`src/design/necir_pkg.sv`:
```
// ----------------------------------------------------------------------------
// necir_pkg: shared types and constants for the NEC IR edge capture decoder
// Holds the payload structs, register indexes, timing windows and the
// pulse check result bundle.
// ----------------------------------------------------------------------------
package necir_pkg;

   // Request kinds
   localparam logic REQ_EDGE = 1'b0;
   localparam logic REQ_POLL = 1'b1;

   // Configuration register indexes
   localparam int unsigned CSR_INDEX_W = 2;
   localparam logic [CSR_INDEX_W-1:0] CSR_GLITCH_MIN = 2'd0;
   localparam logic [CSR_INDEX_W-1:0] CSR_FRAME_GAP  = 2'd1;
   localparam logic [CSR_INDEX_W-1:0] CSR_LONG_PULSE = 2'd2;

   // Register widths and reset values
   localparam int unsigned GLITCH_W = 16;
   localparam int unsigned GAP_W    = 20;
   localparam logic [GLITCH_W-1:0] GLITCH_MIN_RESET = 16'd300;
   localparam logic [GAP_W-1:0]    FRAME_GAP_RESET  = 20'd40000;
   localparam logic [GAP_W-1:0]    LONG_PULSE_RESET = 20'd60000;

   // Pulse count cap default
   localparam int unsigned MAX_PULSE_COUNT_DEFAULT = 200;

   // Timing windows in microseconds, bounds exclusive
   localparam logic [31:0] HDR_LOW_LO  = 32'd8500;
   localparam logic [31:0] HDR_LOW_HI  = 32'd9500;
   localparam logic [31:0] HDR_HIGH_LO = 32'd4000;
   localparam logic [31:0] HDR_HIGH_HI = 32'd5000;
   localparam logic [31:0] SHORT_LO    = 32'd400;
   localparam logic [31:0] SHORT_HI    = 32'd700;
   localparam logic [31:0] LONG_LO     = 32'd1500;
   localparam logic [31:0] LONG_HI     = 32'd2000;

   typedef struct packed {
      logic        req_type;
      logic        edge_falling;
      logic [31:0] time_us;
   } necir_req_type;

   typedef struct packed {
      logic       frame_ok;
      logic [7:0] address;
      logic [7:0] command;
   } necir_rsp_type;

   // Verdict on one recorded pulse
   typedef struct packed {
      logic set_error;
      logic low_ok_load;
      logic low_ok_value;
      logic shift_en;
      logic shift_bit;
   } necir_check_type;

   function automatic logic in_window(input logic [31:0] d,
                                      input logic [31:0] lo,
                                      input logic [31:0] hi);
      return (d > lo) && (d < hi);
   endfunction

endpackage

```
`src/design/nec_ir_edge_capture_decoder_core.sv`:
```
// ----------------------------------------------------------------------------
// nec_ir_edge_capture_decoder_core: NEC IR frame decoder on timestamped edges
// Path: a poll that ends a frame is loaded into the input register on accept,
//   then the frame state update loads the result register; the input register
//   holds while a stalled result waits.
// Throughput: 1 transaction per cycle while the result is not stalled; the
//   frame state update is one 32-bit subtract, window compares and a shift.
// Reset: synchronous, active high; clears the frame state and pipeline
//   valids and loads the register defaults. No clearing pass.
// ----------------------------------------------------------------------------
module nec_ir_edge_capture_decoder_core #(
   parameter int unsigned MAX_PULSE_COUNT = necir_pkg::MAX_PULSE_COUNT_DEFAULT
) (
   input  logic                                  clock,
   input  logic                                  reset,
   input  logic                                  req_valid,
   output logic                                  req_stall,
   input  necir_pkg::necir_req_type              req_data,
   output logic                                  rsp_valid,
   input  logic                                  rsp_stall,
   output necir_pkg::necir_rsp_type              rsp_data,
   input  logic                                  csr_valid,
   output logic                                  csr_ready,
   input  logic [necir_pkg::CSR_INDEX_W-1:0]     csr_index,
   input  logic [31:0]                           csr_data
);
   import necir_pkg::*;

   localparam int unsigned CNT_W = $clog2(MAX_PULSE_COUNT + 1);

   // Configuration registers
   logic [GLITCH_W-1:0] glitch_min_ff;
   logic [GAP_W-1:0]    frame_gap_ff;
   logic [GAP_W-1:0]    long_pulse_ff;

   // Input stage
   logic          stage_valid_ff, stage_valid_in;
   necir_req_type stage_data_ff;

   // Frame state
   logic             started_ff, started_in;
   logic             level_ff, level_in;
   logic [31:0]      last_time_ff, last_time_in;
   logic [CNT_W-1:0] count_ff, count_in;
   logic             error_ff, error_in;
   logic             low_ok_ff, low_ok_in;
   logic [31:0]      shift_ff, shift_in;

   // Result register
   logic          rsp_valid_ff, rsp_valid_in;
   necir_rsp_type rsp_data_ff, rsp_data_in;

   logic            advance;
   logic            accept;
   logic            process;
   logic [31:0]     delta;
   logic            fire;
   logic            frame_ok;
   logic            record;
   necir_check_type verdict;

   assign advance   = !(rsp_valid_ff && rsp_stall);
   assign req_stall = stage_valid_ff && !advance;
   assign accept    = req_valid && !req_stall;
   assign process   = stage_valid_ff && advance;
   assign csr_ready = 1'b1;
   assign rsp_valid = rsp_valid_ff;
   assign rsp_data  = rsp_data_ff;

   assign delta    = stage_data_ff.time_us - last_time_ff;
   assign fire     = process && (stage_data_ff.req_type == REQ_POLL)
                     && (count_ff > CNT_W'(3)) && (delta > 32'(frame_gap_ff));
   assign frame_ok = !error_ff && (shift_ff[7:0] == ~shift_ff[15:8])
                     && (shift_ff[23:16] == ~shift_ff[31:24]);
   assign record   = (count_ff < CNT_W'(MAX_PULSE_COUNT)) && (delta < 32'(long_pulse_ff));

   necir_pulse_check #(
      .CNT_W (CNT_W)
   ) u_pulse_check (
      .pulse_index  (count_ff),
      .level        (level_ff),
      .delta        (delta),
      .low_pulse_ok (low_ok_ff),
      .verdict      (verdict)
   );

   // Hold the input stage until it can advance
   always_comb begin
      stage_valid_in = stage_valid_ff;
      if (accept) begin
         stage_valid_in = 1'b1;
      end else if (advance) begin
         stage_valid_in = 1'b0;
      end
   end

   // Advance the frame state for one transaction
   always_comb begin
      started_in   = started_ff;
      level_in     = level_ff;
      last_time_in = last_time_ff;
      count_in     = count_ff;
      error_in     = error_ff;
      low_ok_in    = low_ok_ff;
      shift_in     = shift_ff;
      if (fire) begin
         started_in   = 1'b0;
         level_in     = 1'b1;
         last_time_in = stage_data_ff.time_us;
         count_in     = '0;
         error_in     = 1'b0;
         low_ok_in    = 1'b0;
         shift_in     = '0;
      end else if (process && (stage_data_ff.req_type == REQ_EDGE)) begin
         if (!started_ff) begin
            started_in   = 1'b1;
            last_time_in = stage_data_ff.time_us;
            level_in     = !stage_data_ff.edge_falling;
         end else if (delta >= 32'(glitch_min_ff)) begin
            last_time_in = stage_data_ff.time_us;
            level_in     = !stage_data_ff.edge_falling;
            if (record) begin
               count_in = count_ff + CNT_W'(1);
               if (verdict.set_error) begin
                  error_in = 1'b1;
               end
               if (verdict.low_ok_load) begin
                  low_ok_in = verdict.low_ok_value;
               end
               if (verdict.shift_en) begin
                  shift_in = {verdict.shift_bit, shift_ff[31:1]};
               end
            end
         end
      end
   end

   // Load the result register on a poll that ends the frame
   always_comb begin
      rsp_valid_in = rsp_valid_ff && rsp_stall;
      rsp_data_in  = rsp_data_ff;
      if (fire) begin
         rsp_valid_in         = 1'b1;
         rsp_data_in.frame_ok = frame_ok;
         rsp_data_in.address  = frame_ok ? shift_ff[7:0] : 8'd0;
         rsp_data_in.command  = frame_ok ? shift_ff[23:16] : 8'd0;
      end
   end

   // Control and frame state registers
   always_ff @(posedge clock) begin
      if (reset) begin
         stage_valid_ff <= 1'b0;
         rsp_valid_ff   <= 1'b0;
         started_ff     <= 1'b0;
         level_ff       <= 1'b1;
         last_time_ff   <= '0;
         count_ff       <= '0;
         error_ff       <= 1'b0;
         low_ok_ff      <= 1'b0;
         shift_ff       <= '0;
      end else begin
         stage_valid_ff <= stage_valid_in;
         rsp_valid_ff   <= rsp_valid_in;
         started_ff     <= started_in;
         level_ff       <= level_in;
         last_time_ff   <= last_time_in;
         count_ff       <= count_in;
         error_ff       <= error_in;
         low_ok_ff      <= low_ok_in;
         shift_ff       <= shift_in;
      end
   end

   // Payload registers
   always_ff @(posedge clock) begin
      if (accept) begin
         stage_data_ff <= req_data;
      end
      rsp_data_ff <= rsp_data_in;
   end

   // Configuration registers; drop writes to unknown indexes
   always_ff @(posedge clock) begin
      if (reset) begin
         glitch_min_ff <= GLITCH_MIN_RESET;
         frame_gap_ff  <= FRAME_GAP_RESET;
         long_pulse_ff <= LONG_PULSE_RESET;
      end else if (csr_valid && csr_ready) begin
         case (csr_index)
            CSR_GLITCH_MIN: glitch_min_ff <= csr_data[GLITCH_W-1:0];
            CSR_FRAME_GAP:  frame_gap_ff  <= csr_data[GAP_W-1:0];
            CSR_LONG_PULSE: long_pulse_ff <= csr_data[GAP_W-1:0];
            default: ;
         endcase
      end
   end

`ifndef ASSERT_OFF
   a_count_capped: assert property (@(posedge clock) disable iff (reset)
      count_ff <= CNT_W'(MAX_PULSE_COUNT))
      else $error("pulse count above cap");

   a_clear_on_fire: assert property (@(posedge clock) disable iff (reset)
      fire |=> (count_ff == '0) && !error_ff && (shift_ff == '0) && !started_ff)
      else $error("frame not cleared after result");

   a_no_overwrite: assert property (@(posedge clock) disable iff (reset)
      !(fire && rsp_valid_ff && rsp_stall))
      else $error("result overwritten while stalled");

   a_zero_on_fail: assert property (@(posedge clock) disable iff (reset)
      (rsp_valid_ff && !rsp_data_ff.frame_ok) |->
      (rsp_data_ff.address == 8'd0) && (rsp_data_ff.command == 8'd0))
      else $error("failed frame carries data");
`endif

endmodule

```
`src/design/necir_pulse_check.sv`:
```
// ----------------------------------------------------------------------------
// necir_pulse_check: judge one recorded pulse
// Classifies the pulse by its position in the frame (header low, header
// high, data low, data high) and reports error, low-pulse flag and bit.
// ----------------------------------------------------------------------------
module necir_pulse_check #(
   parameter int unsigned CNT_W = 8
) (
   input  logic [CNT_W-1:0]          pulse_index,
   input  logic                      level,
   input  logic [31:0]               delta,
   input  logic                      low_pulse_ok,
   output necir_pkg::necir_check_type verdict
);
   import necir_pkg::*;

   logic is_short;
   logic is_long;

   assign is_short = in_window(delta, SHORT_LO, SHORT_HI);
   assign is_long  = in_window(delta, LONG_LO, LONG_HI);

   // Pick the check for this pulse position
   always_comb begin
      verdict = '0;
      if (pulse_index == '0) begin
         verdict.set_error = !(!level && in_window(delta, HDR_LOW_LO, HDR_LOW_HI));
      end else if (pulse_index == CNT_W'(1)) begin
         verdict.set_error = !(level && in_window(delta, HDR_HIGH_LO, HDR_HIGH_HI));
      end else if (!pulse_index[0]) begin
         verdict.low_ok_load  = 1'b1;
         verdict.low_ok_value = !level && is_short;
      end else if (!low_pulse_ok) begin
         verdict.set_error = 1'b1;
      end else if (is_short || is_long) begin
         verdict.shift_en  = 1'b1;
         verdict.shift_bit = is_long;
      end else begin
         verdict.set_error = 1'b1;
      end
   end

endmodule
```
`config.mk`:
```
export PLATFORM = sky130hd
export DESIGN_NAME = nec_ir_edge_capture_decoder_core
export DESIGN_NICKNAME = d
export VERILOG_FILES = /design/src/design/necir_pkg.sv /design/src/design/nec_ir_edge_capture_decoder_core.sv /design/src/design/necir_pulse_check.sv
export SDC_FILE = /design/constraint.sdc
export NUM_CORES = 1
export LEC_CHECK = 0
export ABC_AREA = 1
export ABC_CLOCK_PERIOD_IN_PS = 4100
export BUFFER_PORTS_ARGS = -buffer_cell sky130_fd_sc_hd__buf_4
export CAP_MARGIN = 20
export CORE_MARGIN = 4
export CORE_UTILIZATION = 28
export DETAILED_ROUTE_END_ITERATION = 10
export GPL_TIMING_DRIVEN = 1
export PLACE_DENSITY = 0.43
export SLEW_MARGIN = 5
export SYNTH_ARGS = -nofsm -noshare
export SYNTH_HDL_FRONTEND = slang
export SYNTH_HIERARCHICAL = 1
export SYNTH_SLANG_ARGS = --single-unit
```
`constraint.sdc`:
```
create_clock -name clock -period 4.1 [get_ports clock]
set_clock_uncertainty 0.15 [all_clocks]
set_input_delay 0.41 -clock clock [delete_from_list [all_inputs] [get_ports clock]]
set_output_delay 0.41 -clock clock [all_outputs]
set_load 0.05 [all_outputs]
```
==> flow_summary.ini <==
[run_status]
outcome = finished, final reports clean

[synth]
synth_edf_count = 51
synthesis.area_mm2 = 0.0121
ys_seq_area_share_pct = 34.8
synth_nets = 1922
ys_seq_elements = 185
synthArstFlopShare_pct = 0
synth.distinct_cells = 51
synthFlopType = dfxtp_1
yosys_warnings = 6
syn_inst = 1763
synth_area_per_cell_um2 = 6.86

[global_route]
antenna_found_initial = 0
grt_max_degree = 64
grtUsageTotal_pct = 15.9
grt_overflow = 0
grt_pass1_wl_um = 58500
grt_pass1_vias = 10881

[route]
wl_per_cell_um = 14.8
vias = 11482
dr.pass1.iters = 4
routed_wl_um = 38200
ant_nets = 0
via_per_inst = 4.45
drc = 0
drt-initial-drc-count = 557

[pwr]
cellPowerDensity_mw_per_mm2 = 329
finalPower_mw = 5.29
worst_ir_drop_vdd_mv = 0.322
leakage_nw = 7.66

[final_layout]
syn_to_final_growth_pct = 33.1
stdcell_count = 2582
drive_gt1_share_pct = 20.8
antennaDiodeCount = 0
num-nets-final = 2151
fin_util_pct = 38.1

[floorplanning]
fp-row-count = 75
die-area_mm2 = 0.0466
coreArea_mm2 = 0.0423
die_h_um = 216
die_w_um = 216
start_util_pct = 28.6
io_pins = 93

[critical_path]
worstSetupEndpointType = flop
slowest_delay_ns = 0.39
cpLargestDelayFamily = simple AND/OR/NAND/NOR gates
ff2ff_path_depth = 30
cp-start-kind = flop
crit_type = reg2reg
cp.required_ns = 4.33
crit_path_frequent_cell = nand2_1
crit_buf_inv = 8
r2r_end = shift_ff[16]
r2r_slack_ns = 0.14
r2r-start = stage_data_ff[0]
crit_fanout = 32
cp_slowest_cell = edfxtp_1
crit_arrival_ns = 4.19

[cts]
h-tree-depth = 4
cts_root_buf = clkbuf_16
cts_tree = built
clk_pin_slew_ns = 0.08
numClockSinks = 185
clkLatencyLatePin_ns = 0.48
cts_buffers = 17
cts.path.max_buffers = 2

[timing]
rsz0062_at_grt = true
finalHoldViolations = 0
min_period_ns = 3.96
whs_ns = 0.0412
slew_viol_final = 0
worst_pin_slew_ns = 0.768
setup_viol = 0
max_freq_mhz = 253
period_share_pct = 96.5
slew_headroom_pct = 48.7

[min_path]
hold_path.class = in2reg
worstHoldStart = csr_data[18]
worstHoldPathCells = 3
hold_end = frame_gap_ff[18]

[run]
cap_violations = 0

[placement]
gp_congestion = 0.882
io_buffers = 79
dp.cells = 2472
dp_hpwl_um = 27700
==> state kept, by name (all words and copies together) (netlist names), 8 cells and up <==
signal	cells
count_ff	8
shift_ff	32
long_pulse_ff	20
frame_gap_ff	20
last_time_ff	32
rsp_data	17
glitch_min_ff	16
stage_data_ff	34
==> metal layers <==
layer  wire length, µm  track usage (%)
met5                 0                0
met4               546             4.40
met3               977             3.07
met2             18200             26.5
met1             18500             21.0
==> synth_stat cells (13+ instances only) <==
library cell,count,area share (%)
xor2_1,15,1.1
nor3_1,13,0.54
ha_1,85,8.8
o21ai_0,56,2.3
edfxtp_1,51,13
o211ai_1,17,1.1
nor2_2,23,1.2
a21oi_1,105,4.3
nand2_1,468,15
nand3_1,102,4.2
inv_1,281,8.7
clkbuf_1,19,0.59
nand2_2,17,0.88
nor2_1,214,6.6
dfxtp_1,134,22
nand4_1,26,1.3
inv_2,15,0.47
a21oi_2,21,1.5
==> worst min-delay path, delay by kind of cell <==
kind | cells | cell delay [ns]
simple gates | 2 | 0.12
buf+inv | 1 | 0.10
==> power breakdown <==
group / internal, mW / total [mW] / switching, mW
clock network: 0.822 / 1.66 / 0.839
logic: 0.703 / 1.66 / 0.960
registers: 1.94 / 1.97 / 0.0298
==> area by class of cell <==
| cell class | count | area [µm²] |
|---|---|---|
| tap | 577 | 722 |
| sequential | 185 | 4210 |
| fill | 4460 | 26200 |
| clock buffer | 19 | 443 |
| multi-input combinational | 1234 | 7000 |
| inverter | 302 | 1140 |
| timing repair buffer | 252 | 2460 |
| clock inverter | 13 | 128 |
==> worst max path at each step <==
| stage | cells past startpoint | start | endpoint | slack [ns] |
|---|---|---|---|---|
| after floorplan | 30 | stage_data_ff[0] | rsp_data[0] | 0.03 |
| after global placement | 30 | stage_data_ff[0] | shift_ff[15] | -0.06 |
| after detailed placement | 30 | stage_data_ff[0] | shift_ff[28] | -0.10 |
| after CTS | 32 | stage_data_ff[0] | shift_ff[28] | 0.009 |
| after global routing | 30 | stage_data_ff[0] | shift_ff[24] | -0.14 |
| final | 30 | stage_data_ff[0] | shift_ff[16] | 0.14 |
==> per-stage QoR <==
| stage | cell area [µm²] | worst slack [ns] | TNS [ns] |
|---|---|---|---|
| 6_report | 16100 | 0.142 | 0 |
| 5_1_grt | 16100 | -0.139 | -7.92 |
| 4_1_cts | 15200 | 0.00908 | 0 |
| 3_5_place_dp | 14000 | -0.104 | -3.74 |
| 3_3_place_gp | 14000 | -0.0573 | -1.67 |
| 2_1_floorplan | 12100 | 0.0319 | 0 |
==> cell families (layout without fill, tap and decap cells) <==
group / after synthesis / in the layout / synth area share [%]
xor gates and xnor gates: 18 / 18 / 1.30
buffers and inverters: 344 / 586 / 11.6
and+or+nand+nor: 904 / 904 / 32.5
DFF: 185 / 185 / 34.8
AOI/OAI and AO/OA: 225 / 225 / 10.8
adders and majority gates: 86 / 86 / 8.96
other: 1 / 1 / 0.0310
==> placed cells by master (no fill, tap or decap), types with 5 or more instances in the layout <==
cell	netlist	final
a21oi_1	105	94
a21oi_2	21	31
buf_12	0	14
buf_4	5	163
buf_6	8	16
clkbuf_16	0	26
dfxtp_1	134	134
dlygate4sd3_1	0	47
edfxtp_1	51	51
ha_1	85	70
ha_4	0	14
inv_1	281	276
inv_2	15	21
inv_8	0	5
nand2_1	468	450
nand2_2	17	29
nand2_4	2	7
nand3_1	102	94
nand3_2	7	12
nand3b_1	5	5
nand4_1	26	26
nor2_1	214	205
nor2_2	23	28
nor2_4	5	9
nor3_1	13	13
nor4_1	6	5
o211ai_1	17	17
o21ai_0	56	54
o22ai_1	8	8
xor2_1	15	7
xor2_2	0	6
==> timing repair <==
action / 4_1_cts / 5_1_grt
setup endpoints to repair: 87 / 94
endpoints found under the hold margin: 51 / 0
setup buffers: 1 / 14
resized for setup: 20 / 106
cloned: 3 / 12
pin swaps: 1 / 59
hold buffers: 47 / 0
Power figures use the tool's default switching activity.
